[src/rtl/des_pkg.sv]
// ----------------------------------------------------------------------------
// DES package
// Bit permutation tables, S-boxes, item codes and controller/datapath types.
// ----------------------------------------------------------------------------
package des_pkg;

	localparam int KEY_SLOTS  = 16;
	localparam int IDX_W      = 4;
	localparam int RKEY_W     = 48;
	localparam int BLK_W      = 64;
	localparam int HALF_W     = 32;
	localparam int KIND_W     = 2;
	localparam int S_TDATA_W  = 120;
	localparam int M_TDATA_W  = 64;

	localparam logic [KIND_W-1:0] KIND_LOAD    = 2'd0;
	localparam logic [KIND_W-1:0] KIND_ENCRYPT = 2'd1;
	localparam logic [KIND_W-1:0] KIND_DECRYPT = 2'd2;

	localparam logic [IDX_W-1:0] LAST_ROUND = 4'd15;

	typedef struct packed {
		logic load;     // write round key store
		logic start;    // load IP(block), fetch first key
		logic decrypt;  // key order for the request being started
		logic round;    // run one Feistel round
		logic finish;   // capture FP result into output register
	} des_cmd_t;

	typedef struct packed {
		logic last_round;
	} des_sts_t;

	// Entries are 1-based source bit positions, MSB first.
	localparam logic [6:0] IP_TAB [64] = '{
		58,50,42,34,26,18,10,2, 60,52,44,36,28,20,12,4,
		62,54,46,38,30,22,14,6, 64,56,48,40,32,24,16,8,
		57,49,41,33,25,17,9,1,  59,51,43,35,27,19,11,3,
		61,53,45,37,29,21,13,5, 63,55,47,39,31,23,15,7
	};

	localparam logic [6:0] FP_TAB [64] = '{
		40,8,48,16,56,24,64,32, 39,7,47,15,55,23,63,31,
		38,6,46,14,54,22,62,30, 37,5,45,13,53,21,61,29,
		36,4,44,12,52,20,60,28, 35,3,43,11,51,19,59,27,
		34,2,42,10,50,18,58,26, 33,1,41,9,49,17,57,25
	};

	localparam logic [5:0] E_TAB [48] = '{
		32,1,2,3,4,5, 4,5,6,7,8,9, 8,9,10,11,12,13, 12,13,14,15,16,17,
		16,17,18,19,20,21, 20,21,22,23,24,25, 24,25,26,27,28,29,
		28,29,30,31,32,1
	};

	localparam logic [5:0] P_TAB [32] = '{
		16,7,20,21,29,12,28,17, 1,15,23,26,5,18,31,10,
		2,8,24,14,32,27,3,9,    19,13,30,6,22,11,4,25
	};

	localparam logic [3:0] S_TAB [8][64] = '{
		'{14,4,13,1,2,15,11,8,3,10,6,12,5,9,0,7,
		  0,15,7,4,14,2,13,1,10,6,12,11,9,5,3,8,
		  4,1,14,8,13,6,2,11,15,12,9,7,3,10,5,0,
		  15,12,8,2,4,9,1,7,5,11,3,14,10,0,6,13},
		'{15,1,8,14,6,11,3,4,9,7,2,13,12,0,5,10,
		  3,13,4,7,15,2,8,14,12,0,1,10,6,9,11,5,
		  0,14,7,11,10,4,13,1,5,8,12,6,9,3,2,15,
		  13,8,10,1,3,15,4,2,11,6,7,12,0,5,14,9},
		'{10,0,9,14,6,3,15,5,1,13,12,7,11,4,2,8,
		  13,7,0,9,3,4,6,10,2,8,5,14,12,11,15,1,
		  13,6,4,9,8,15,3,0,11,1,2,12,5,10,14,7,
		  1,10,13,0,6,9,8,7,4,15,14,3,11,5,2,12},
		'{7,13,14,3,0,6,9,10,1,2,8,5,11,12,4,15,
		  13,8,11,5,6,15,0,3,4,7,2,12,1,10,14,9,
		  10,6,9,0,12,11,7,13,15,1,3,14,5,2,8,4,
		  3,15,0,6,10,1,13,8,9,4,5,11,12,7,2,14},
		'{2,12,4,1,7,10,11,6,8,5,3,15,13,0,14,9,
		  14,11,2,12,4,7,13,1,5,0,15,10,3,9,8,6,
		  4,2,1,11,10,13,7,8,15,9,12,5,6,3,0,14,
		  11,8,12,7,1,14,2,13,6,15,0,9,10,4,5,3},
		'{12,1,10,15,9,2,6,8,0,13,3,4,14,7,5,11,
		  10,15,4,2,7,12,9,5,6,1,13,14,0,11,3,8,
		  9,14,15,5,2,8,12,3,7,0,4,10,1,13,11,6,
		  4,3,2,12,9,5,15,10,11,14,1,7,6,0,8,13},
		'{4,11,2,14,15,0,8,13,3,12,9,7,5,10,6,1,
		  13,0,11,7,4,9,1,10,14,3,5,12,2,15,8,6,
		  1,4,11,13,12,3,7,14,10,15,6,8,0,5,9,2,
		  6,11,13,8,1,4,10,7,9,5,0,15,14,2,3,12},
		'{13,2,8,4,6,15,11,1,10,9,3,14,5,0,12,7,
		  1,15,13,8,10,3,7,4,12,5,6,11,0,14,9,2,
		  7,11,4,1,9,12,14,2,0,6,10,13,15,3,5,8,
		  2,1,14,7,4,10,8,13,15,12,9,0,3,5,6,11}
	};

	function automatic logic [BLK_W-1:0] ip_perm(input logic [BLK_W-1:0] v);
		logic [BLK_W-1:0] r;
		r = '0;
		for (int k = 0; k < BLK_W; k++) begin
			r[BLK_W-1-k] = v[6'(7'(BLK_W) - IP_TAB[k])];
		end
		return r;
	endfunction

	function automatic logic [BLK_W-1:0] fp_perm(input logic [BLK_W-1:0] v);
		logic [BLK_W-1:0] r;
		r = '0;
		for (int k = 0; k < BLK_W; k++) begin
			r[BLK_W-1-k] = v[6'(7'(BLK_W) - FP_TAB[k])];
		end
		return r;
	endfunction

	// f function: E expansion, key mix, S-boxes, P permutation
	function automatic logic [HALF_W-1:0] feistel(input logic [HALF_W-1:0] r,
	                                              input logic [RKEY_W-1:0] k);
		logic [RKEY_W-1:0] x;
		logic [HALF_W-1:0] s;
		logic [HALF_W-1:0] p;
		logic [5:0]        six;
		x = '0;
		s = '0;
		p = '0;
		for (int i = 0; i < RKEY_W; i++) begin
			x[RKEY_W-1-i] = r[5'(6'(HALF_W) - E_TAB[i])];
		end
		x = x ^ k;
		for (int b = 0; b < 8; b++) begin
			six = x[RKEY_W-1-6*b -: 6];
			s[HALF_W-1-4*b -: 4] = S_TAB[b][{six[5], six[0], six[4:1]}];
		end
		for (int i = 0; i < HALF_W; i++) begin
			p[HALF_W-1-i] = s[5'(6'(HALF_W) - P_TAB[i])];
		end
		return p;
	endfunction

endpackage

[src/rtl/des_ctrl.sv]
// ----------------------------------------------------------------------------
// DES controller
// Sequences load, sixteen rounds and result capture; owns output valid.
// ----------------------------------------------------------------------------
module des_ctrl (
	input  logic                      clk,
	input  logic                      arst_n,
	input  logic                      in_valid,
	output logic                      in_ready,
	input  logic [des_pkg::KIND_W-1:0] in_kind,
	output logic                      out_valid,
	input  logic                      out_ready,
	output des_pkg::des_cmd_t         cmd,
	input  des_pkg::des_sts_t         sts
);
	import des_pkg::*;

	localparam logic [1:0] ST_IDLE   = 2'd0;
	localparam logic [1:0] ST_ROUND  = 2'd1;
	localparam logic [1:0] ST_FINISH = 2'd2;

	logic [1:0] state_q;
	logic [1:0] state_d;
	logic       out_valid_q;
	logic       accept;
	logic       out_free;

	assign in_ready  = (state_q == ST_IDLE);
	assign accept    = in_valid && in_ready;
	assign out_free  = !out_valid_q || out_ready;
	assign out_valid = out_valid_q;

	always_comb begin
		cmd         = '0;
		cmd.decrypt = (in_kind == KIND_DECRYPT);
		state_d     = state_q;
		unique case (state_q)
			ST_IDLE: begin
				cmd.load  = accept && (in_kind == KIND_LOAD);
				cmd.start = accept && ((in_kind == KIND_ENCRYPT) || (in_kind == KIND_DECRYPT));
				if (cmd.start) begin
					state_d = ST_ROUND;
				end
			end
			ST_ROUND: begin
				cmd.round = 1'b1;
				if (sts.last_round) begin
					state_d = ST_FINISH;
				end
			end
			ST_FINISH: begin
				// wait for the output register to drain
				if (out_free) begin
					cmd.finish = 1'b1;
					state_d    = ST_IDLE;
				end
			end
			default: begin
				state_d = ST_IDLE;
			end
		endcase
	end

	always_ff @(posedge clk or negedge arst_n) begin
		if (!arst_n) begin
			state_q     <= ST_IDLE;
			out_valid_q <= 1'b0;
		end else begin
			state_q <= state_d;
			if (cmd.finish) begin
				out_valid_q <= 1'b1;
			end else if (out_ready) begin
				out_valid_q <= 1'b0;
			end
		end
	end

`ifndef NO_ASSERTIONS
	a_finish_free: assert property (@(posedge clk) disable iff (!arst_n)
		cmd.finish |-> (!out_valid_q || out_ready))
		else $error("result captured over an untaken result");

	a_start_round: assert property (@(posedge clk) disable iff (!arst_n)
		cmd.start |=> (state_q == ST_ROUND))
		else $error("start did not enter round state");

	a_last_round: assert property (@(posedge clk) disable iff (!arst_n)
		(cmd.round && sts.last_round) |=> (state_q == ST_FINISH))
		else $error("round sequence did not end after last round");

	a_busy_stall: assert property (@(posedge clk) disable iff (!arst_n)
		(state_q == ST_ROUND || state_q == ST_FINISH) |-> !(cmd.load || cmd.start))
		else $error("request taken while busy");

	a_finish_valid: assert property (@(posedge clk) disable iff (!arst_n)
		cmd.finish |=> out_valid_q)
		else $error("result not presented after capture");
`endif

endmodule

[src/rtl/des_datapath.sv]
// ----------------------------------------------------------------------------
// DES datapath
// Round key store, L/R halves with one shared round unit, output register.
// ----------------------------------------------------------------------------
module des_datapath (
	input  logic                             clk,
	input  logic                             arst_n,
	input  des_pkg::des_cmd_t                cmd,
	output des_pkg::des_sts_t                sts,
	input  logic [des_pkg::IDX_W-1:0]        key_index,
	input  logic [des_pkg::RKEY_W-1:0]       round_key,
	input  logic [des_pkg::BLK_W-1:0]        block_in,
	output logic [des_pkg::BLK_W-1:0]        block_out
);
	import des_pkg::*;

	logic [RKEY_W-1:0] key_mem [KEY_SLOTS];
	logic [RKEY_W-1:0] key_q;
	logic [HALF_W-1:0] left_q;
	logic [HALF_W-1:0] right_q;
	logic [IDX_W-1:0]  count_q;
	logic              dec_q;
	logic [IDX_W-1:0]  rd_idx;
	logic [IDX_W-1:0]  rd_addr;
	logic              rd_dec;
	logic [BLK_W-1:0]  ip_val;
	logic [BLK_W-1:0]  out_q;

	assign sts.last_round = (count_q == LAST_ROUND);
	assign ip_val         = ip_perm(block_in);

	// key for the next round is registered into key_q ahead of it; decrypt reverses order
	assign rd_idx  = cmd.start ? '0 : (count_q + 1'b1);
	assign rd_dec  = cmd.start ? cmd.decrypt : dec_q;
	assign rd_addr = rd_dec ? ~rd_idx : rd_idx;

	always_ff @(posedge clk) begin
		if (cmd.load) begin
			key_mem[key_index] <= round_key;
		end
		key_q <= key_mem[rd_addr];
	end

	always_ff @(posedge clk or negedge arst_n) begin
		if (!arst_n) begin
			count_q <= '0;
			dec_q   <= 1'b0;
		end else begin
			if (cmd.start) begin
				count_q <= '0;
				dec_q   <= cmd.decrypt;
			end else if (cmd.round) begin
				count_q <= count_q + 1'b1;
			end
		end
	end

	always_ff @(posedge clk) begin
		if (cmd.start) begin
			left_q  <= ip_val[BLK_W-1 -: HALF_W];
			right_q <= ip_val[HALF_W-1:0];
		end else if (cmd.round) begin
			left_q  <= right_q;
			right_q <= left_q ^ feistel(right_q, key_q);
		end
		if (cmd.finish) begin
			out_q <= fp_perm({right_q, left_q});
		end
	end

	assign block_out = out_q;

endmodule

[src/rtl/des_block_cipher.sv]
// An accepted encrypt/decrypt request is taken through IP load, the rounds and
// the result capture; the single round unit runs the 16 rounds one per clock,
// and no request is taken until capture; key loads do not start the rounds.
// A finished result waits in the output register while the next request runs.
// Reset (arst_n low, asynchronous) idles the controller and empties the output;
// the round key store is not cleared and must be loaded before use.
// ----------------------------------------------------------------------------
// DES block cipher top level
// ECB DES with externally loaded round keys; controller plus datapath.
// ----------------------------------------------------------------------------
module des_block_cipher (
	input  logic                              clk,
	input  logic                              arst_n,
	input  logic                              s_axis_tvalid,
	output logic                              s_axis_tready,
	// [3:0] key_index, [51:4] round_key, [115:52] block_in, [119:116] zero
	input  logic [des_pkg::S_TDATA_W-1:0]     s_axis_tdata,
	// [1:0] kind
	input  logic [des_pkg::KIND_W-1:0]        s_axis_tuser,
	output logic                              m_axis_tvalid,
	input  logic                              m_axis_tready,
	// [63:0] block_out
	output logic [des_pkg::M_TDATA_W-1:0]     m_axis_tdata
);
	import des_pkg::*;

	des_cmd_t cmd;
	des_sts_t sts;

	des_ctrl u_ctrl (
		.clk       (clk),
		.arst_n    (arst_n),
		.in_valid  (s_axis_tvalid),
		.in_ready  (s_axis_tready),
		.in_kind   (s_axis_tuser),
		.out_valid (m_axis_tvalid),
		.out_ready (m_axis_tready),
		.cmd       (cmd),
		.sts       (sts)
	);

	des_datapath u_datapath (
		.clk       (clk),
		.arst_n    (arst_n),
		.cmd       (cmd),
		.sts       (sts),
		.key_index (s_axis_tdata[IDX_W-1:0]),
		.round_key (s_axis_tdata[IDX_W+RKEY_W-1:IDX_W]),
		.block_in  (s_axis_tdata[IDX_W+RKEY_W+BLK_W-1:IDX_W+RKEY_W]),
		.block_out (m_axis_tdata)
	);

endmodule

[config.mk]
export PLATFORM = sky130hd
export DESIGN_NAME = des_block_cipher
export DESIGN_NICKNAME = d
export VERILOG_FILES = /design/src/rtl/des_pkg.sv /design/src/rtl/des_ctrl.sv /design/src/rtl/des_datapath.sv /design/src/rtl/des_block_cipher.sv
export SDC_FILE = /design/constraint.sdc
export NUM_CORES = 1
export LEC_CHECK = 0
export BUFFER_PORTS_ARGS = -buffer_cell sky130_fd_sc_hd__buf_4
export CAP_MARGIN = 30
export CORE_AREA = 2 2 343 345
export DETAILED_ROUTE_END_ITERATION = 8
export DIE_AREA = 0 0 345 347
export PLACE_DENSITY = 0.66
export SLEW_MARGIN = 10
export SYNTH_ARGS = -nofsm -noshare
export SYNTH_HDL_FRONTEND = slang
export SYNTH_SLANG_ARGS = --single-unit
[constraint.sdc]
create_clock -name clk -period 4.65 [get_ports clk]
set_input_delay 0.465 -clock clk [delete_from_list [all_inputs] [get_ports clk]]
set_output_delay 0.465 -clock clk [all_outputs]
set_load 0.02 [all_outputs]
==> out/qor.txt <==
Cells after Synth - 3214
Share of cells above drive strength 1 - 14.52%
Worst slew margin - 26.89%
Area of the core - 115700 sq um
RSZ-0062 raised after global routing - no
Maximum VDD drop - 0.6956 mV
Htree depth - 3
Remaining DRCs - 0
Placement Setup Slack - 1.142 ns
Post-synthesis cell type count - 64
Reg-to-reg setup timing slack - 1.10 ns
Clk_skew - 0.02496 ns
Vias per cell - 5.825
TritonRoute pass-1 iters - 7
Worst Setup End Kind - flop
Die area - 119700 sq um
Cell area after synthesis - 43700 sq um
Hold Path Cell Cnt - 3
Pleak - 17.11 nW
CP max-delay cell - xor2_1
Depth of the most critical reg-to-reg path - 9
Most frequent cell after synthesis - edfxtp_1
Arrival @ worst endpoint - 3.93 ns
Final Cell Area - 50470 sq um
Register area share after synthesis - 64.22%
Synth area leader - edfxtp_1
Final Non-Filler Cells - 4971
Power per cell area - 832.9 nW/um^2
Max Transition Viols Final - 0
Antenna-violating nets left - 0
Pwr Total - 42.04 mW
CP Launch Type - flop
CTS-repair resized insts - 0
Vias in the first global route - 27422
Setup TNS - 0 ns
CP peak stage delay - 0.63 ns
Largest net degree at the start of global routing - 170
Fin crit share - 76.38%
Routed wire length - 115.8 mm
Avg WL per Cell - 23.29 microns
Fin crit period - 3.552 ns
Final hold violation count - 0
Area share of the largest cell type after synthesis - 61.57%
Starting density of the core - 37.76%
Synth warn - 0
Fmax achieved - 281.6 MHz
Total GRT Usage - 18.62%
Layout Utilization - 43.61%
GP Congestion - 0.8922
Clk pin slew, worst setup/hold paths - 0.06 ns
Initial antenna violation count - 10
Hold_ws - 0.05029 ns
Cts bufs inserted - 95
Crit Path Category - flop to flop
Number of synthesized flops with an enable pin - 896
Cell Count Post-Placement - 4783
Status - completed
Num rows - 125
Die Span Y - 347 microns
Clock Latency Late Sink - 0.68 ns
CTS Hold Bufs - 1
Final setup fails - 0
Hold Crit Class - input port to flop
Max cap viols - 0
Syn_area_per_cell - 13.60 sq um
CTS tree - done
Worst Tran Pin Value - 1.097 ns
CP required - 5.03 ns
Synth top cells by count - edfxtp_1, nand2_1, mux2i_1
Starting DRC count in detailed routing - 3378
Global-route wire length before repair - 170.7 mm
Grt total ovfl - 0
Post-synthesis async set-or-reset flop share - 0.8403%
Post-CTS Setup Bufs - 0
Clk root buf - clkbuf_16
Most used DFF post-synth - edfxtp_1
Syn-to-layout area delta - 15.50%
Die Width - 345 microns
#FFs+latches synth - 952
CTS Buffer Depth - 3
Via count - 28954
CTS Sinks - 952
Final #Nets - 3553
Crit-path max FO - 14
Syn nets - 3404
I/O pin count - 192
HPWL Detailed - 66.75 mm
Area after DPL - 47250 sq um
Top cells by area, synth - edfxtp_1, mux2i_1, a222oi_1, nand2_1, o22ai_1
Setup slack after layout - 1.098 ns
Crit-path cells - xor2_1 -> inv_1 -> ha_1 -> mux4_2 -> nor2_1 -> a31oi_1 -> o21ai_0 -> xor2_1 -> o21ai_0
Port-buffer cells - 187
## final timing paths
| path | startpoint | to |
|---|---|---|
| min in group asynchronous | arst_n | u_ctrl.out_valid$_DFFE_PN0P_ |
| max reg2reg | u_datapath.right_q[8]$_DFFE_PP_ | u_datapath.right_q[13]$_DFFE_PP_ |
| min | s_axis_tdata[106] | u_datapath.left_q[25]$_DFFE_PP_ |
| min reg2reg | u_datapath.left_q[17]$_DFFE_PP_ | u_datapath.block_out[53]$_DFFE_PP_ |
| max | u_datapath.right_q[8]$_DFFE_PP_ | u_datapath.right_q[13]$_DFFE_PP_ |
| max in group asynchronous | arst_n | u_datapath.dec_q$_DFF_PN0_ |
## cells by family (layout without fill, tap and decap cells)
logic type | count (synthesis) | count (layout) | share of synthesized area (%)
adders and majority gates | 64 | 64 | 1.832
other | 0 | 3 | 0
AOI/OAI and AO/OA | 678 | 678 | 11.39
xor gates and xnor gates | 131 | 131 | 2.728
and+or+nand+nor | 661 | 661 | 6.224
DFF | 952 | 952 | 64.22
muxes | 445 | 445 | 11.00
buffers and inverters | 283 | 513 | 2.597
## area by class of cell
type                            instances  area, sq um
Fill cell                           10229        65260
Timing Repair Buffer                  290         2434
Multi-Input combinational cell       1979        14740
Clock inverter                         54        566.8
Tap cell                             1524         1907
Antenna cell                            3        7.507
Inverter                               45        168.9
Sequential cell                       952        28070
Clock buffer                          124         2576
## power by group
part	switching, mW	internal, mW
Combinational	13.8	9.11
Sequential	0.964	10.5
Clock	3.26	4.43
## cell usage in the layout (no fill, tap or decap), types with 13 or more instances in the layout
cell       netlist  routed
a211oi_1        23      23
clkbuf_16        0      95
mux2i_1        415     415
a21oi_1         43      42
xnor2_1         69      69
inv_1           40      40
mux4_2          28      28
o211ai_1        26      26
nor2_4           0      13
o21ai_0        111     110
dfxtp_1         48      48
xor2_1          56      56
clkinv_2         0      13
o22ai_1        199     199
edfxtp_1       896     896
a222oi_1       192     192
nor3_1          33      29
nor2_1          86      73
buf_4            0     267
ha_1            64      64
nand2_1        425     423
clkbuf_1       158      20
clkinv_1         3      19
buf_12           0      20
a31oi_1         20      19
nand3_1         82      81
## worst max-delay path, delay by kind of cell, from the launching register on
family / cells / cell delay, ns
muxes: 1 / 0.48
AOI/OAI and AO/OA: 3 / 0.53
xor gates and xnor gates: 2 / 0.80
and+or+nand+nor: 1 / 0.10
adders and majority gates: 1 / 0.37
DFF: 1 / 0.53
buffers and inverters: 1 / 0.43
## state kept, by name, summed over array words and instances (netlist names)
signal	count
u_ctrl.out_valid	1
u_ctrl.state_q	2
u_datapath.block_out	64
u_datapath.count_q	4
u_datapath.dec_q	1
u_datapath.key_mem	768
u_datapath.key_q	48
u_datapath.left_q	32
u_datapath.right_q	32
## per-layer routing
layer  global-route usage [%]  vias up  part of all wire, %
li1                         -    13008                    -
met1                    24.77    14581                   42
met2                    30.26     1164                   46
met3                    3.922      189                  8.4
met4                    6.391       12                  2.7
met5                        0        -                0.063
(Power assumes the default switching activity.)
